File: src/rtl/rrob_pkg.sv
// Shared constants, types and step functions for the rounded rectangle blend pipeline.
package rrob_pkg;

    localparam int CANVAS_WIDTH  = 360;
    localparam int CANVAS_HEIGHT = 110;

    localparam int S_TDATA_W = 56;
    localparam int M_TDATA_W = 40;
    localparam int CFG_ADDR_W = 3;
    localparam int CFG_DATA_W = 32;

    // (x*RECIP_255)>>23 for x below 2^24 is the floor of x/255 or one more than it.
    localparam logic [15:0] RECIP_255 = 16'd32897;
    localparam int RECIP_SHIFT = 23;

    localparam int SQRT_STAGES = 8;
    localparam int DIV_STAGES  = 4;

    typedef enum logic [CFG_ADDR_W-1:0] {
        REG_RECT_LEFT   = 3'd0,
        REG_RECT_TOP    = 3'd1,
        REG_RECT_WIDTH  = 3'd2,
        REG_RECT_HEIGHT = 3'd3,
        REG_RADIUS      = 3'd4,
        REG_FILL_COLOR  = 3'd5
    } cfg_idx_t;

    typedef struct packed {
        logic [30:0] rem;
        logic [15:0] root;
    } sq_t;

    typedef struct packed {
        logic [16:0] rem;
        logic [7:0]  den;
        logic [7:0]  quo;
        logic        ovf;
    } div_t;

    // One bit of the digit-by-digit square root; rem holds n - root^2.
    function automatic sq_t sqrt_step(input sq_t s, input int unsigned i);
        logic [32:0] trial;
        sq_t         o;
        o = s;
        trial = (33'(s.root) << (i + 1)) + (33'(1) << (2 * i));
        if (33'(s.rem) >= trial) begin
            o.rem  = s.rem - trial[30:0];
            o.root = s.root | (16'(1) << i);
        end
        return o;
    endfunction

    // One bit of restoring division.
    function automatic div_t div_step(input div_t s, input int unsigned i);
        logic [16:0] trial;
        div_t        o;
        o = s;
        trial = 17'(s.den) << i;
        if (s.rem >= trial) begin
            o.rem = s.rem - trial;
            o.quo = s.quo | (8'(1) << i);
        end
        return o;
    endfunction

endpackage

File: src/rtl/rrob_isqrt.sv
// Pipelined integer square root of d2*65536, two result bits per stage.
module rrob_isqrt (
    input  logic        aclk,
    input  logic        en,
    input  logic [14:0] d2,
    output logic [15:0] root
);
    import rrob_pkg::*;

    sq_t stage_reg [SQRT_STAGES];
    sq_t stage_next [SQRT_STAGES];

    for (genvar k = 0; k < SQRT_STAGES; k++) begin : g_stage
        sq_t src;
        if (k == 0) begin : g_first
            assign src = '{rem: {d2, 16'd0}, root: 16'd0};
        end else begin : g_rest
            assign src = stage_reg[k-1];
        end
        assign stage_next[k] = sqrt_step(sqrt_step(src, 15 - 2 * k), 14 - 2 * k);

        always_ff @(posedge aclk) begin
            if (en) begin
                stage_reg[k] <= stage_next[k];
            end
        end
    end

    assign root = stage_reg[SQRT_STAGES-1].root;

endmodule

File: config.mk
export PLATFORM = sky130hd
export DESIGN_NAME = rrob_isqrt
export DESIGN_NICKNAME = d
export VERILOG_FILES = /design/src/rtl/rrob_pkg.sv /design/src/rtl/rrob_isqrt.sv
export SDC_FILE = /design/constraint.sdc
export NUM_CORES = 1
export LEC_CHECK = 0
export CORE_MARGIN = 3
export CORE_UTILIZATION = 25
export DETAILED_ROUTE_END_ITERATION = 10
export DONT_BUFFER_PORTS = 1
export PLACE_DENSITY_LB_ADDON = 0.3
export REMOVE_ABC_BUFFERS = 1
export SYNTH_ARGS = -nofsm -noshare
export SYNTH_HDL_FRONTEND = slang
export SYNTH_SLANG_ARGS = --single-unit
File: constraint.sdc
create_clock -name aclk -period 6.8 [get_ports aclk]
set_clock_uncertainty 0.2 [all_clocks]
set_input_delay 1.36 -clock aclk [delete_from_list [all_inputs] [get_ports aclk]]
set_output_delay 1.36 -clock aclk [all_outputs]
set_load 0.02 [all_outputs]
=== Word level (Yosys, flattened, before mapping) ===
Memory sizes are Yosys's and may differ from the RTL's.
Index checks and enable logic that the tools add are counted.

* Memories: 1
* Memory bits (writable): 376
* Logic and storage cells: 66
* Input port bits: 17
* Register bits: 0

* Magnitude comparators: 16
* Muxes and demuxes: 18
* $add $sub $neg: 31

{| class="wikitable"
|+ Memories
! name !! depth !! bits a word !! rd ports !! clocked after Yosys merged registers in !! write ports !! RTL line !! source
|-
| stage_reg || 8 || 47 || 8 || 0 || 8 || rrob_isqrt.sv:10 || <nowiki>sq_t stage_reg [SQRT_STAGES];</nowiki>
|}

{| class="wikitable"
|+ Operator list
! kind !! number
|-
| $mux 47 || 16
|-
| $sub 31x31->31 || 2
|-
| $ge 31x33->1 || 1
|-
| $add 31x29->32 const B || 1
|-
| $ge 31x32->1 || 1
|-
| $add 30x27->31 const B || 1
|-
| $ge 31x19->1 || 1
|-
| $ge 31x20->1 || 1
|-
| $ge 31x21->1 || 1
|-
| $ge 31x22->1 || 1
|-
| $ge 31x23->1 || 1
|-
| $ge 31x24->1 || 1
|-
| $ge 31x25->1 || 1
|-
| $ge 31x26->1 || 1
|-
| $ge 31x27->1 || 1
|-
| $ge 31x28->1 || 1
|-
| $ge 31x29->1 || 1
|-
| $ge 31x30->1 || 1
|-
| $ge 31x31->1 || 1
|-
| $ge 31x31->1 const B || 1
|-
| $sub 31x18->31 || 1
|-
| $sub 31x19->31 || 1
|-
| $sub 31x20->31 || 1
|-
| $sub 31x21->31 || 1
|-
| 24 further kinds || 25
|}

=== Depth between registers and ports, before layout ===
An unclocked memory read counts as a cell.

* Depth in word-level cells: 7
* Mapped depth: 22
* Mapped depth without buffers: 21

=== Least setup slack after synthesis ===
Ideal clock, no wire load.

* Path kind: reg2reg
* Start point: memory stage_reg[0][150] in the netlist's numbering
* End point: memory stage_reg[1][31] in the netlist's numbering, data pin
* Required time: 6.340 ns
* Setup slack: 1.498 ns
* Arrival time: 4.842 ns
* Stages on the path, launching flop included: 20
* Period minus slack after synthesis: 5.302 ns
* Library setup time: 0.260 ns
* Cell sequence: edfxtp_1 > inv_1 > ha_1 > a21o_1 > a21oi_2 > o21ai_2 > a211oi_2 > o21ai_0 > clkbuf_1 > mux2_2 > ha_1 > a21oi_1 > o21bai_1 > a21oi_1 > nor2b_1 > o211ai_1 > o311ai_1 > or3b_4 > nor4_4 > mux2_4

{| class="wikitable"
|+ RTL lines
! item !! RTL line
|-
| start: declaration || rrob_isqrt.sv:10
|}

==> results.txt <==
----------------------------------------------------
[Critical path]
  Arrival time worst endpoint ... 5980 ps
  Critical Path Sink Type ... flop
  Highest cell delay on the worst timing path ... 440 ps
  Kind of launch point of the worst setup path ... flop
  Critical path start-end classification ... reg -> reg
  Highest-delay cell along the critical path ... edfxtp_1
  Required time of the worst setup path ... 6870 ps
  Cell-by-cell listing of the critical path ... inv_1 > ha_1 > a211oi_1 > o211ai_1 > nand4_1 > and2_1 > inv_2 > nand2_1 > nand2_1 > ha_1 > a21oi_1 > o21ai_0 > o41a_1 > a31oi_1 > nand4_1 > a211oi_2 > nand4b_4 > and2_1 > or3_1
  Critical Path Fanout Max ... 24

[Yosys]
  Cell area after synthesis ... 14500 um^2
  Post-synthesis cell type with the largest combined area ... edfxtp_1
  Post-synth EDFFs ... 201
  Fraction of synthesized cell area taken by the top area cell type ... 0.417
  Leading cell types by total area after synthesis ... edfxtp_1 42%, ha_1 11%, xnor2_1 4.2%
  Leading post-synthesis cells by instance count ... 201 x edfxtp_1, 130 x ha_1, 126 x nor2_1, 112 x a21oi_1, 109 x inv_1
  Count of different cell masters after synthesis ... 87
  Async set-reset flop share out of synthesis ... 0
  Cell with the most instances after synthesis ... edfxtp_1
  Average footprint of a synthesized cell ... between 10 and 15 um^2
  Number of synthesized register bits ... approximately 200
  Number of warnings printed during yosys synthesis ... 0
  Sequential share of the synthesized area ... 0.417
  Gate Count Post-Synth ... 1434
  Top_reg_cell synth ... edfxtp_1

[Clock tree]
  TritonCTS clock tree ... yes
  Clock Sink Count ... 201
  Clk pin slew, worst setup/hold paths ... 60 ps
  Max Root-Sink Buffers ... 3
  Count of instances resized after the clock tree is built ... 0
  H-tree levels ... 1
  Root Buffer Master ... clkbuf_16
  Post CTS Setup Buffer Count ... 0
  Num CTS Buffers ... 25
  Latest clock arrival within the worst-skew pair ... 530 ps
  CTS hold repair buffers ... 0

[Drt]
  Number of violations reported at the end of detailed-routing iteration 0 ... about 430
  Avg Vias per Cell ... 4.66
  Via total after detailed routing ... 10.3k
  DR DRC count ... 0
  Routed length per placed instance ... 13.8 um
  Final wirelength ... 30.6 mm
  First-pass DRT Iterations ... 6
  Antenna Violating Nets Remaining ... 0

[Layout]
  Number of antenna repair diodes ... 0
  Number of flip-flops under the largest register name ... 201
  Final Instance Area ... 16100 um^2
  Synthesis-to-layout area growth ... 11.5%
  Count of nets after finishing ... 1596
  Share of post-route cells with drive strength above 1 ... 0.0821

[Global routing]
  Initial antenna violation count ... 0
  Pin count of the biggest net entering global routing ... 202
  Total congestion overflow after global routing ... 0
  First-pass GRT wire length ... 51.6 mm
  Via count of the first global-routing pass ... 10.8k
  GR Util met3 ... 0.0161
  Met2 track demand over resource in global routing ... 0.191
  Met1 track demand over resource ... 0.115
  Most congested layer reported by global routing ... met2
  Total routing resource utilization after global routing ... 0.102

[Floorplanning]
  FP Rows ... between 80 and 90
  Die footprint ... 60800 um^2
  Starting density of the core ... 0.255
  Area of the core ... 56800 um^2
  Die boundary width ... 247 um
  Num ports ... 33
  Die Y-Extent ... ~250 um

[Timing]
  Fraction of the cycle the final worst path needs ... 0.869
  Fmax ... ~170 MHz
  Total count of hold-check failures in the final report ... 0
  Worst Max-Slew Pin Slew ... approximately 900 ps
  Setup_tns ... 0 ps
  Setup violation total in the final timing report ... 0
  Post-route minimum period ... about 6000 ps
  Unrepaired setup endpoints after global routing ... false
  Max-slew headroom at the worst pin ... 0.401
  Final slew viol count ... 0

[Place]
  GPL Wtd Cong ... 0.826
  Placed cell areas ... 15300 um^2
  Count of buffers inserted at the top-level ports ... 0
  Half-perimeter wire length of the detailed placement result ... around 23 mm

[Status]
  Outcome ... complete, no violations

[Power and ir drop]
  Power density of the placed cells ... 393 nW/um^2
  Worst IR drop on VDD ... 0.000181 V
  LEAKAGE ... 6.19 nW

[Job]
  Max Cap Viol ... 0

[Min path]
  Class of the tightest hold or removal check ... reg -> reg

----------------------------------------------------
-- critical path: cells and delay by family (launching register included) --
kind / cells / cell delay, ps
AOI/OAI and AO/OA: 7 / 2100
and+or+nand+nor: 8 / 2020
adders and majority gates: 2 / 590
DFF: 1 / 440
buffers and inverters: 2 / 300
-- cells in the final DEF, fill, tap and decap left out, types with 24 or more instances in the layout --
cell type  instances
clkbuf_16         25
xnor2_1           69
nor2_1           126
a21oi_1          112
nand3_1           24
a21o_1            25
ha_1             130
nor3_1            31
xor2_1            44
edfxtp_1         201
inv_1            109
o21ai_0           95
o21a_1            25
nand2_1           97
-- per-stage QoR --
step / cells / hold WS [ps] / utilization / setup slack, ps / total power [mW]
after floorplan: 1413 / 217 / - / 1280 / 4.43
after global placement: 2174 / 233 / 0.270 / 951 / 4.97
after detailed placement: 2174 / 228 / 0.270 / 867 / 5.03
after CTS: 2218 / 238 / 0.284 / 822 / 6.40
after global routing: 2218 / 256 / 0.284 / 415 / 6.87
final: 2218 / 237 / 0.284 / 894 / 6.33
-- worst paths after layout --
path	endpoint	from	depth (start not counted)	slack, ps
worst min-delay path	stage_reg[0][129]	stage_reg[0][82]	0	240
worst max-delay path	stage_reg[1][87]	stage_reg[1][7]	19	890
worst max register to register	stage_reg[1][87]	stage_reg[1][7]	19	890
worst min register to register	stage_reg[0][129]	stage_reg[0][82]	0	240
-- final cells by class --
type                       instances  area [um^2]
clock buffer                      28          637
clock inverter                    16          164
fill                            5941        40700
inverter                         113          424
multi-input combinational       1099         7890
sequential                       201         6040
tap                              756          946
timing repair buffer               5         37.5
-- kinds of logic (layout without fill, tap and decap cells) --
group,Yosys count,after routing,share of synthesized area
simple gates,447,447,0.163
compound gates,359,359,0.158
flops,201,201,0.417
fa+ha+maj,134,134,0.118
buf+inv,134,162,0.0380
xor+xnor,113,113,0.0684
mux,46,46,0.0379
-- power breakdown --
group          internal, mW  switching [mW]
registers              1.80           0.256
clock network         0.787           0.520
logic                  1.37            1.60
-- routing by layer --
layer | routed length [um] | up-vias
li1 | - | 5316
met1 | 13100 | 4819
met2 | 15400 | 126
met3 | 919 | 68
met4 | 1120 | 0
met5 | 0 | -
Power figures use the tool's default switching activity.
