$ cat src/rtl/rrob_pkg.sv
// Shared constants, types and step functions for the rounded rectangle blend pipeline.
package rrob_pkg;

    localparam int CANVAS_WIDTH  = 360;
    localparam int CANVAS_HEIGHT = 110;

    localparam int S_TDATA_W = 56;
    localparam int M_TDATA_W = 40;
    localparam int CFG_ADDR_W = 3;
    localparam int CFG_DATA_W = 32;

    // (x*RECIP_255)>>23 for x below 2^24 is the floor of x/255 or one more than it.
    localparam logic [15:0] RECIP_255 = 16'd32897;
    localparam int RECIP_SHIFT = 23;

    localparam int SQRT_STAGES = 8;
    localparam int DIV_STAGES  = 4;

    typedef enum logic [CFG_ADDR_W-1:0] {
        REG_RECT_LEFT   = 3'd0,
        REG_RECT_TOP    = 3'd1,
        REG_RECT_WIDTH  = 3'd2,
        REG_RECT_HEIGHT = 3'd3,
        REG_RADIUS      = 3'd4,
        REG_FILL_COLOR  = 3'd5
    } cfg_idx_t;

    typedef struct packed {
        logic [30:0] rem;
        logic [15:0] root;
    } sq_t;

    typedef struct packed {
        logic [16:0] rem;
        logic [7:0]  den;
        logic [7:0]  quo;
        logic        ovf;
    } div_t;

    // One bit of the digit-by-digit square root; rem holds n - root^2.
    function automatic sq_t sqrt_step(input sq_t s, input int unsigned i);
        logic [32:0] trial;
        sq_t         o;
        o = s;
        trial = (33'(s.root) << (i + 1)) + (33'(1) << (2 * i));
        if (33'(s.rem) >= trial) begin
            o.rem  = s.rem - trial[30:0];
            o.root = s.root | (16'(1) << i);
        end
        return o;
    endfunction

    // One bit of restoring division.
    function automatic div_t div_step(input div_t s, input int unsigned i);
        logic [16:0] trial;
        div_t        o;
        o = s;
        trial = 17'(s.den) << i;
        if (s.rem >= trial) begin
            o.rem = s.rem - trial;
            o.quo = s.quo | (8'(1) << i);
        end
        return o;
    endfunction

endpackage

$ cat src/rtl/rrob_div.sv
// Pipelined 17 by 8 bit divider with a quotient that saturates at 255.
module rrob_div (
    input  logic        aclk,
    input  logic        en,
    input  logic [16:0] num,
    input  logic [7:0]  den,
    output logic [7:0]  quo
);
    import rrob_pkg::*;

    div_t stage_reg [DIV_STAGES];
    div_t stage_next [DIV_STAGES];

    for (genvar k = 0; k < DIV_STAGES; k++) begin : g_stage
        div_t src;
        if (k == 0) begin : g_first
            // A quotient of 256 or more cannot fit and saturates.
            assign src = '{rem: num, den: den, quo: 8'd0, ovf: (num >= {1'b0, den, 8'd0})};
        end else begin : g_rest
            assign src = stage_reg[k-1];
        end
        assign stage_next[k] = div_step(div_step(src, 7 - 2 * k), 6 - 2 * k);

        always_ff @(posedge aclk) begin
            if (en) begin
                stage_reg[k] <= stage_next[k];
            end
        end
    end

    assign quo = stage_reg[DIV_STAGES-1].ovf ? 8'hFF : stage_reg[DIV_STAGES-1].quo;

endmodule

$ cat config.mk
export PLATFORM = sky130hd
export DESIGN_NAME = rrob_div
export DESIGN_NICKNAME = d
export VERILOG_FILES = /design/src/rtl/rrob_pkg.sv /design/src/rtl/rrob_div.sv
export SDC_FILE = /design/constraint.sdc
export NUM_CORES = 1
export LEC_CHECK = 0
export BUFFER_PORTS_ARGS = -buffer_cell sky130_fd_sc_hd__buf_2
export CAP_MARGIN = 5
export CORE_MARGIN = 2
export CORE_UTILIZATION = 63
export DETAILED_ROUTE_END_ITERATION = 16
export GPL_TIMING_DRIVEN = 0
export MAX_ROUTING_LAYER = met4
export PLACE_DENSITY = 0.81
export SETUP_SLACK_MARGIN = 0.1
export SLEW_MARGIN = 40
export SYNTH_ARGS = -nofsm -noshare
export SYNTH_HDL_FRONTEND = slang
export SYNTH_SLANG_ARGS = --single-unit
$ cat constraint.sdc
create_clock -name aclk -period 5.3 [get_ports aclk]
set_input_delay 0.53 -clock aclk [delete_from_list [all_inputs] [get_ports aclk]]
set_output_delay 0.53 -clock aclk [all_outputs]
set_load 0.02 [all_outputs]
Word-level counts from Yosys, hierarchy flattened
Memory sizes are Yosys's and may differ from the RTL's.
Index checks and enable logic that the tools add are counted.

word-level totals
  register bits = 0
  RAM bits = 136
  input port bits = 27
  output and inout port bits = 8
  word-level logic and storage cells = 37
  memories kept = 1

memories
  name       depth  width  read ports  clocked after Yosys merged registers in  write ports  line            RTL
  stage_reg  4      34     4           0                                        4            rrob_div.sv:11  div_t stage_reg [DIV_STAGES];

operators by class
  $add $sub $neg = 8
  order comparisons = 9
  mux-type cells = 19

operators by type and width
  cell                            number
  two-way mux 17 bit              8
  >= comparator 17 x 10 -> 1 bit  1
  >= comparator 17 x 11 -> 1 bit  1
  >= comparator 17 x 12 -> 1 bit  1
  >= comparator 17 x 13 -> 1 bit  1
  >= comparator 17 x 14 -> 1 bit  1
  >= comparator 17 x 15 -> 1 bit  1
  >= comparator 17 x 16 -> 1 bit  1
  >= comparator 17 x 8 -> 1 bit   1
  >= comparator 17 x 9 -> 1 bit   1
  subtractor 17 x 10 -> 17 bit    1
  subtractor 17 x 11 -> 17 bit    1
  subtractor 17 x 12 -> 17 bit    1
  subtractor 17 x 13 -> 17 bit    1
  subtractor 17 x 14 -> 17 bit    1
  subtractor 17 x 15 -> 17 bit    1
  subtractor 17 x 8 -> 17 bit     1
  subtractor 17 x 9 -> 17 bit     1
  two-way mux 8 bit               2
  two-way mux 7 bit               1
  two-way mux 6 bit               1
  two-way mux 5 bit               1
  two-way mux 4 bit               1
  two-way mux 1 bit               3
  2 further kinds                 2

Longest topological paths before layout
An unclocked memory read counts as a cell.

  depth after elaboration = 5
  gate-level depth with buffers = 23
  gate-level depth less buffers = 20

Least setup slack after synthesis
OpenSTA, ideal clock, no wires.

  path kind = reg2reg
  from = memory stage_reg[0][22] in the netlist's numbering
  to = memory stage_reg[1][25] in the netlist's numbering, data pin
  library setup time = 0.260 ns
  arrival = 4.445 ns
  required time = 5.040 ns
  setup slack = 0.595 ns
  stages on the path, launching flop included = 22
  path buffers = 3
  period minus slack after synthesis = 4.705 ns
  path through = edfxtp_1 > inv_1 > ha_1 > inv_1 > fa_1 > a211oi_1 > o21ai_0 > nand3_1 > nand2_1 > buf_1 > a21oi_1 > ha_1 > nor2b_1 > o21ai_0 > a21oi_1 > o31ai_1 > a21oi_1 > nor3_1 > and4_1 > clkbuf_1 > buf_4 > mux2_2

RTL lines
  item             line
  start, declared  rrob_div.sv:11

==> report_table.html <==
<table>
<tr><th>Metric</th><th>Value</th></tr>
<tr><th colspan="2">Routing</th></tr>
<tr><td>Via count normalized by instance count</td><td>6.17</td></tr>
<tr><td>Per-cell routed wire length</td><td>17.5 um</td></tr>
<tr><td>Post-detailed-route count of antenna-violating nets</td><td>0</td></tr>
<tr><td>First-iteration detailed-routing DRC count</td><td>308</td></tr>
<tr><td>Total via count in the routed design</td><td>5,724</td></tr>
<tr><td>Number of search-and-repair iterations in the first detailed-routing pass</td><td>5</td></tr>
<tr><td>Drt total wl</td><td>16,200 um</td></tr>
<tr><td>Number of DRC violations after detailed routing</td><td>0</td></tr>
<tr><th colspan="2">Yosys</th></tr>
<tr><td>Synth Area in XOR/XNOR</td><td>5.07%</td></tr>
<tr><td>Post-synthesis simple-gate area fraction</td><td>14.4%</td></tr>
<tr><td>Cell type with the largest total area after synthesis</td><td>sky130_fd_sc_hd__edfxtp_1</td></tr>
<tr><td>Most area-consuming cells after synthesis</td><td>sky130_fd_sc_hd__edfxtp_1 (40%), sky130_fd_sc_hd__ha_1 (12%), sky130_fd_sc_hd__mux2_2 (3.9%), sky130_fd_sc_hd__inv_1 (3.4%), sky130_fd_sc_hd__a21oi_1 (3.4%)</td></tr>
<tr><td>Number of warnings reported in the yosys synthesis log</td><td>0</td></tr>
<tr><td>Share of the synthesized area in the top cell type</td><td>40.0%</td></tr>
<tr><td>Compound-cell area share of the yosys netlist</td><td>15.8%</td></tr>
<tr><td>Count of flip-flops with a built-in enable after synthesis</td><td>99</td></tr>
<tr><td>Multiplexer share of the synthesized area</td><td>6.37%</td></tr>
<tr><td>Adder-cell share of the synthesized area</td><td>14.0%</td></tr>
<tr><td>Leading register cell type out of synthesis</td><td>sky130_fd_sc_hd__edfxtp_1</td></tr>
<tr><td>Average size of a mapped cell</td><td>10.2 sq um</td></tr>
<tr><td>Flip-flop and latch count after synthesis</td><td>99</td></tr>
<tr><td>Fraction of the yosys area taken by sequential cells</td><td>40.0%</td></tr>
<tr><td>Synthesized net count</td><td>834</td></tr>
<tr><td>Cell area after synthesis</td><td>7430 sq um</td></tr>
<tr><td>Synthesized instance count</td><td>728</td></tr>
<tr><td>Synth async-reset ratio</td><td>0%</td></tr>
<tr><td>Dominant combinational cell family by area after synthesis</td><td>compound AO/OA/AOI/OAI gates</td></tr>
<tr><td>Yosys cell types</td><td>69</td></tr>
<tr><th colspan="2">Worst setup path</th></tr>
<tr><td>Required time worst endpoint</td><td>5.40 ns</td></tr>
<tr><td>Path type of the worst setup path</td><td>flop to flop</td></tr>
<tr><td>Peak fanout along the critical path</td><td>10</td></tr>
<tr><td>Cell at the slowest stage of the critical path</td><td>sky130_fd_sc_hd__fa_1</td></tr>
<tr><td>Worst Path Arrival</td><td>5.09 ns</td></tr>
<tr><td>Cell family with the largest share of critical-path delay</td><td>compound AO/OA/AOI/OAI gates</td></tr>
<tr><td>Crit start category</td><td>flop</td></tr>
<tr><td>Crit path cell chain</td><td>inv_1, ha_1, inv_1, fa_1, a211oi_2, o21ai_1, nand3_2, nand2_2, buf_4, nor2_1, a21oi_2, ha_1, nor2b_1, o21ai_1, a21oi_1, o31ai_2, a21oi_1, nor3_2, and4_1, clkbuf_2, buf_6, mux2_2</td></tr>
<tr><td>Worst stage delay on the critical path</td><td>0.43 ns</td></tr>
<tr><td>Buf/Inv on CP</td><td>5</td></tr>
<tr><td>Category of the worst setup path capture point</td><td>flop</td></tr>
<tr><th colspan="2">Clock tree</th></tr>
<tr><td>Clock tree from TritonCTS</td><td>done</td></tr>
<tr><td>Total CTS buffers</td><td>9</td></tr>
<tr><td>Clock slew seen by the registers of the worst setup and hold paths</td><td>0.07 ns</td></tr>
<tr><td>Deepest clock path buffer count</td><td>2</td></tr>
<tr><td>Later-pin clock latency in the skew report</td><td>0.35 ns</td></tr>
<tr><td>H-tree depth</td><td>3</td></tr>
<tr><td>Count of clock tree sinks</td><td>99</td></tr>
<tr><td>Cell chosen for the clock root</td><td>sky130_fd_sc_hd__clkbuf_16</td></tr>
<tr><th colspan="2">Placement</th></tr>
<tr><td>Post-DP Area</td><td>7810 sq um</td></tr>
<tr><td>Final HPWL DP</td><td>12,700 um</td></tr>
<tr><td>Number of buffer cells added on primary ports</td><td>34</td></tr>
<tr><td>Pre-CTS WS</td><td>-0.472 ns</td></tr>
<tr><td>Final weighted congestion of routability-driven global placement</td><td>1.03</td></tr>
<tr><th colspan="2">Cells and area</th></tr>
<tr><td>Design area</td><td>8230 sq um</td></tr>
<tr><td>Post-route core utilization</td><td>71.8%</td></tr>
<tr><td>Ant diodes</td><td>0</td></tr>
<tr><td>Relative area change from synthesis to final layout</td><td>10.8%</td></tr>
<tr><td>Leading cell type in the layout, fill and taps excluded</td><td>sky130_fd_sc_hd__edfxtp_1</td></tr>
<tr><td>Max reg flops</td><td>99</td></tr>
<tr><td>Layout cells sized above 1</td><td>16.7%</td></tr>
<tr><td>Fillers</td><td>824</td></tr>
<tr><td>Final-stage net count</td><td>886</td></tr>
<tr><td>Most frequent cells in the layout</td><td>sky130_fd_sc_hd__edfxtp_1 (99), sky130_fd_sc_hd__ha_1 (72), sky130_fd_sc_hd__inv_1 (68)</td></tr>
<tr><th colspan="2">Timing</th></tr>
<tr><td>Slew @ Worst Pin</td><td>0.741 ns</td></tr>
<tr><td>Fin. max-slew vios</td><td>0</td></tr>
<tr><td>Worst rel slew slack</td><td>50.2%</td></tr>
<tr><td>Hold_ws</td><td>0.364 ns</td></tr>
<tr><td>Final Hold Violating Endpoints</td><td>0</td></tr>
<tr><td>Total setup violations reported at the end of the flow</td><td>0</td></tr>
<tr><td>Final period util</td><td>94.1%</td></tr>
<tr><td>Unrepaired setup endpoints after global routing</td><td>no</td></tr>
<tr><td>Top achievable clock speed</td><td>201 MHz</td></tr>
<tr><td>Clock skew after layout</td><td>0.00641 ns</td></tr>
<tr><td>Clock period minus worst slack</td><td>4.99 ns</td></tr>
<tr><td>Total negative slack for setup checks</td><td>0 ns</td></tr>
<tr><td>Final Worst Setup Slack</td><td>0.313 ns</td></tr>
<tr><th colspan="2">Die</th></tr>
<tr><td>Chip Height</td><td>113 um</td></tr>
<tr><td>Die area</td><td>12,700 sq um</td></tr>
<tr><td>Total I/O pin count</td><td>35</td></tr>
<tr><td>Placeable Area</td><td>11,500 sq um</td></tr>
<tr><td>Effective utilization at floorplan</td><td>64.8%</td></tr>
<tr><td>Site row count</td><td>39</td></tr>
<tr><td>Die X</td><td>113 um</td></tr>
<tr><th colspan="2">Pwr</th></tr>
<tr><td>IR drop worst, VDD</td><td>0.332 mV</td></tr>
<tr><td>Power per unit of standard cell area</td><td>508 nW/um^2</td></tr>
<tr><td>Int Pwr</td><td>0.00253 W</td></tr>
<tr><td>Leakage power total</td><td>3.42 nW</td></tr>
<tr><td>Clock network power share</td><td>15.7%</td></tr>
<tr><td>Proportion of total power due to net switching</td><td>39.5%</td></tr>
<tr><td>Share of total power in combinational logic</td><td>54.8%</td></tr>
<tr><td>Sequential share of power</td><td>29.5%</td></tr>
<tr><td>Sw power</td><td>0.00165 W</td></tr>
<tr><th colspan="2">Global routing</th></tr>
<tr><td>Remaining global-route overflow</td><td>0</td></tr>
<tr><td>Via count of the first global-routing pass</td><td>5,969</td></tr>
<tr><td>Initial antenna violation count</td><td>0</td></tr>
<tr><td>Total Routing Usage GR</td><td>27.4%</td></tr>
<tr><td>Pin count of the biggest net entering global routing</td><td>63</td></tr>
<tr><td>First-pass GRT wire length</td><td>27,100 um</td></tr>
<tr><th colspan="2">Hold path</th></tr>
<tr><td>Path type of the worst min-delay path</td><td>primary input to flop</td></tr>
<tr><th colspan="2">Run status</th></tr>
<tr><td>Run status</td><td>complete, no violations</td></tr>
<tr><th colspan="2">Job</th></tr>
<tr><td>Max-cap viol count</td><td>0</td></tr>
</table>
## layout make-up
class / count / area, sq um / share of cell area, %
Buffer: 10 / 68.8 / 0.836
Clock buffer: 9 / 225 / 2.74
Clock inverter: 7 / 80.1 / 0.973
Inverter: 70 / 263 / 3.19
Multi-Input combinational cell: 549 / 4190 / 50.9
Sequential cell: 99 / 2970 / 36.1
Tap cell: 143 / 179 / 2.17
Timing Repair Buffer: 41 / 249 / 3.03
## layer usage
metal  up-vias  part of all wire (%)  track usage (%)
met5         -                     0                -
met4         0                   4.0             12.8
met3        51                   2.9             3.73
met2       148                    54             51.3
met1      2716                    39             28.2
li1       2809                     -                -
## power groups by stage
stage | registers, W | logic (W) | clock network [W]
after floorplan | 0.00120 | 0.00175 | 0
after global placement | 0.00123 | 0.00205 | 0
after detailed placement | 0.00124 | 0.00216 | 0
after CTS | 0.00123 | 0.00219 | 0.000667
after global routing | 0.00125 | 0.00256 | 0.000689
final | 0.00123 | 0.00229 | 0.000658
## path summary, 6_finish.rpt
| check | startpoint | to | slack [ns] | cells past startpoint |
|---|---|---|---|---|
| worst max-delay path | stage_reg[0][22]$_DFFE_PP_ | stage_reg[1][28]$_DFFE_PP_ | 0.31 | 22 |
| worst min register to register | stage_reg[2][4]$_DFFE_PP_ | stage_reg[3][4]$_DFFE_PP_ | 0.42 | 0 |
| worst max register to register | stage_reg[0][22]$_DFFE_PP_ | stage_reg[1][28]$_DFFE_PP_ | 0.31 | 22 |
| worst min-delay path | num[0] | stage_reg[0][17]$_DFFE_PP_ | 0.36 | 1 |
## per-stage QoR
| step | total power (W) | std cells |
|---|---|---|
| after floorplan | 0.00295 | 728 |
| after global placement | 0.00329 | 905 |
| after detailed placement | 0.00340 | 906 |
| after CTS | 0.00408 | 922 |
| after global routing | 0.00450 | 928 |
| final | 0.00418 | 928 |
## cells in the mapped netlist (3+ instances only)
cell and number:
sky130_fd_sc_hd__a2111oi_0 3, sky130_fd_sc_hd__a211oi_1 7, sky130_fd_sc_hd__a21bo_2 3, sky130_fd_sc_hd__a21o_1 22, sky130_fd_sc_hd__a21oi_1 50, sky130_fd_sc_hd__a31oi_1 6
sky130_fd_sc_hd__and2_1 3, sky130_fd_sc_hd__and3_1 3, sky130_fd_sc_hd__and4_1 6, sky130_fd_sc_hd__clkbuf_1 5, sky130_fd_sc_hd__edfxtp_1 99, sky130_fd_sc_hd__fa_1 7
sky130_fd_sc_hd__ha_1 72, sky130_fd_sc_hd__inv_1 68, sky130_fd_sc_hd__mux2_2 26, sky130_fd_sc_hd__mux2_4 6, sky130_fd_sc_hd__mux2i_1 9, sky130_fd_sc_hd__nand2_1 32
sky130_fd_sc_hd__nand2b_1 9, sky130_fd_sc_hd__nand3_1 11, sky130_fd_sc_hd__nand4_1 12, sky130_fd_sc_hd__nor2_1 60, sky130_fd_sc_hd__nor2b_1 10, sky130_fd_sc_hd__nor3_1 20
sky130_fd_sc_hd__nor4_1 4, sky130_fd_sc_hd__nor4b_1 3, sky130_fd_sc_hd__o211ai_1 3, sky130_fd_sc_hd__o21a_1 9, sky130_fd_sc_hd__o21ai_0 36, sky130_fd_sc_hd__o21bai_1 8
sky130_fd_sc_hd__o31a_1 4, sky130_fd_sc_hd__o31ai_1 5, sky130_fd_sc_hd__o41ai_1 3, sky130_fd_sc_hd__or2_2 12, sky130_fd_sc_hd__or3_1 9, sky130_fd_sc_hd__or4_1 3
sky130_fd_sc_hd__xnor2_1 28, sky130_fd_sc_hd__xor2_1 15
## cell families (layout without fill, tap and decap cells)
kind of cell               count (synthesis)  in the layout
adders and majority gates                 79             79
xor gates and xnor gates                  43             43
AOI/OAI and AO/OA                        180            180
DFF                                       99             99
muxes                                     41             41
and+or+nand+nor                          206            206
buffers and inverters                     80            137
## timing repair
| action | CTS | global route |
|---|---|---|
| endpoints found under the setup margin | 13 | 32 |
| setup buffers | 0 | 6 |
| hold buffers | 0 | 0 |
| pin swaps | 0 | 6 |
| resized for setup | 6 | 18 |
(Power assumes the default switching activity.)
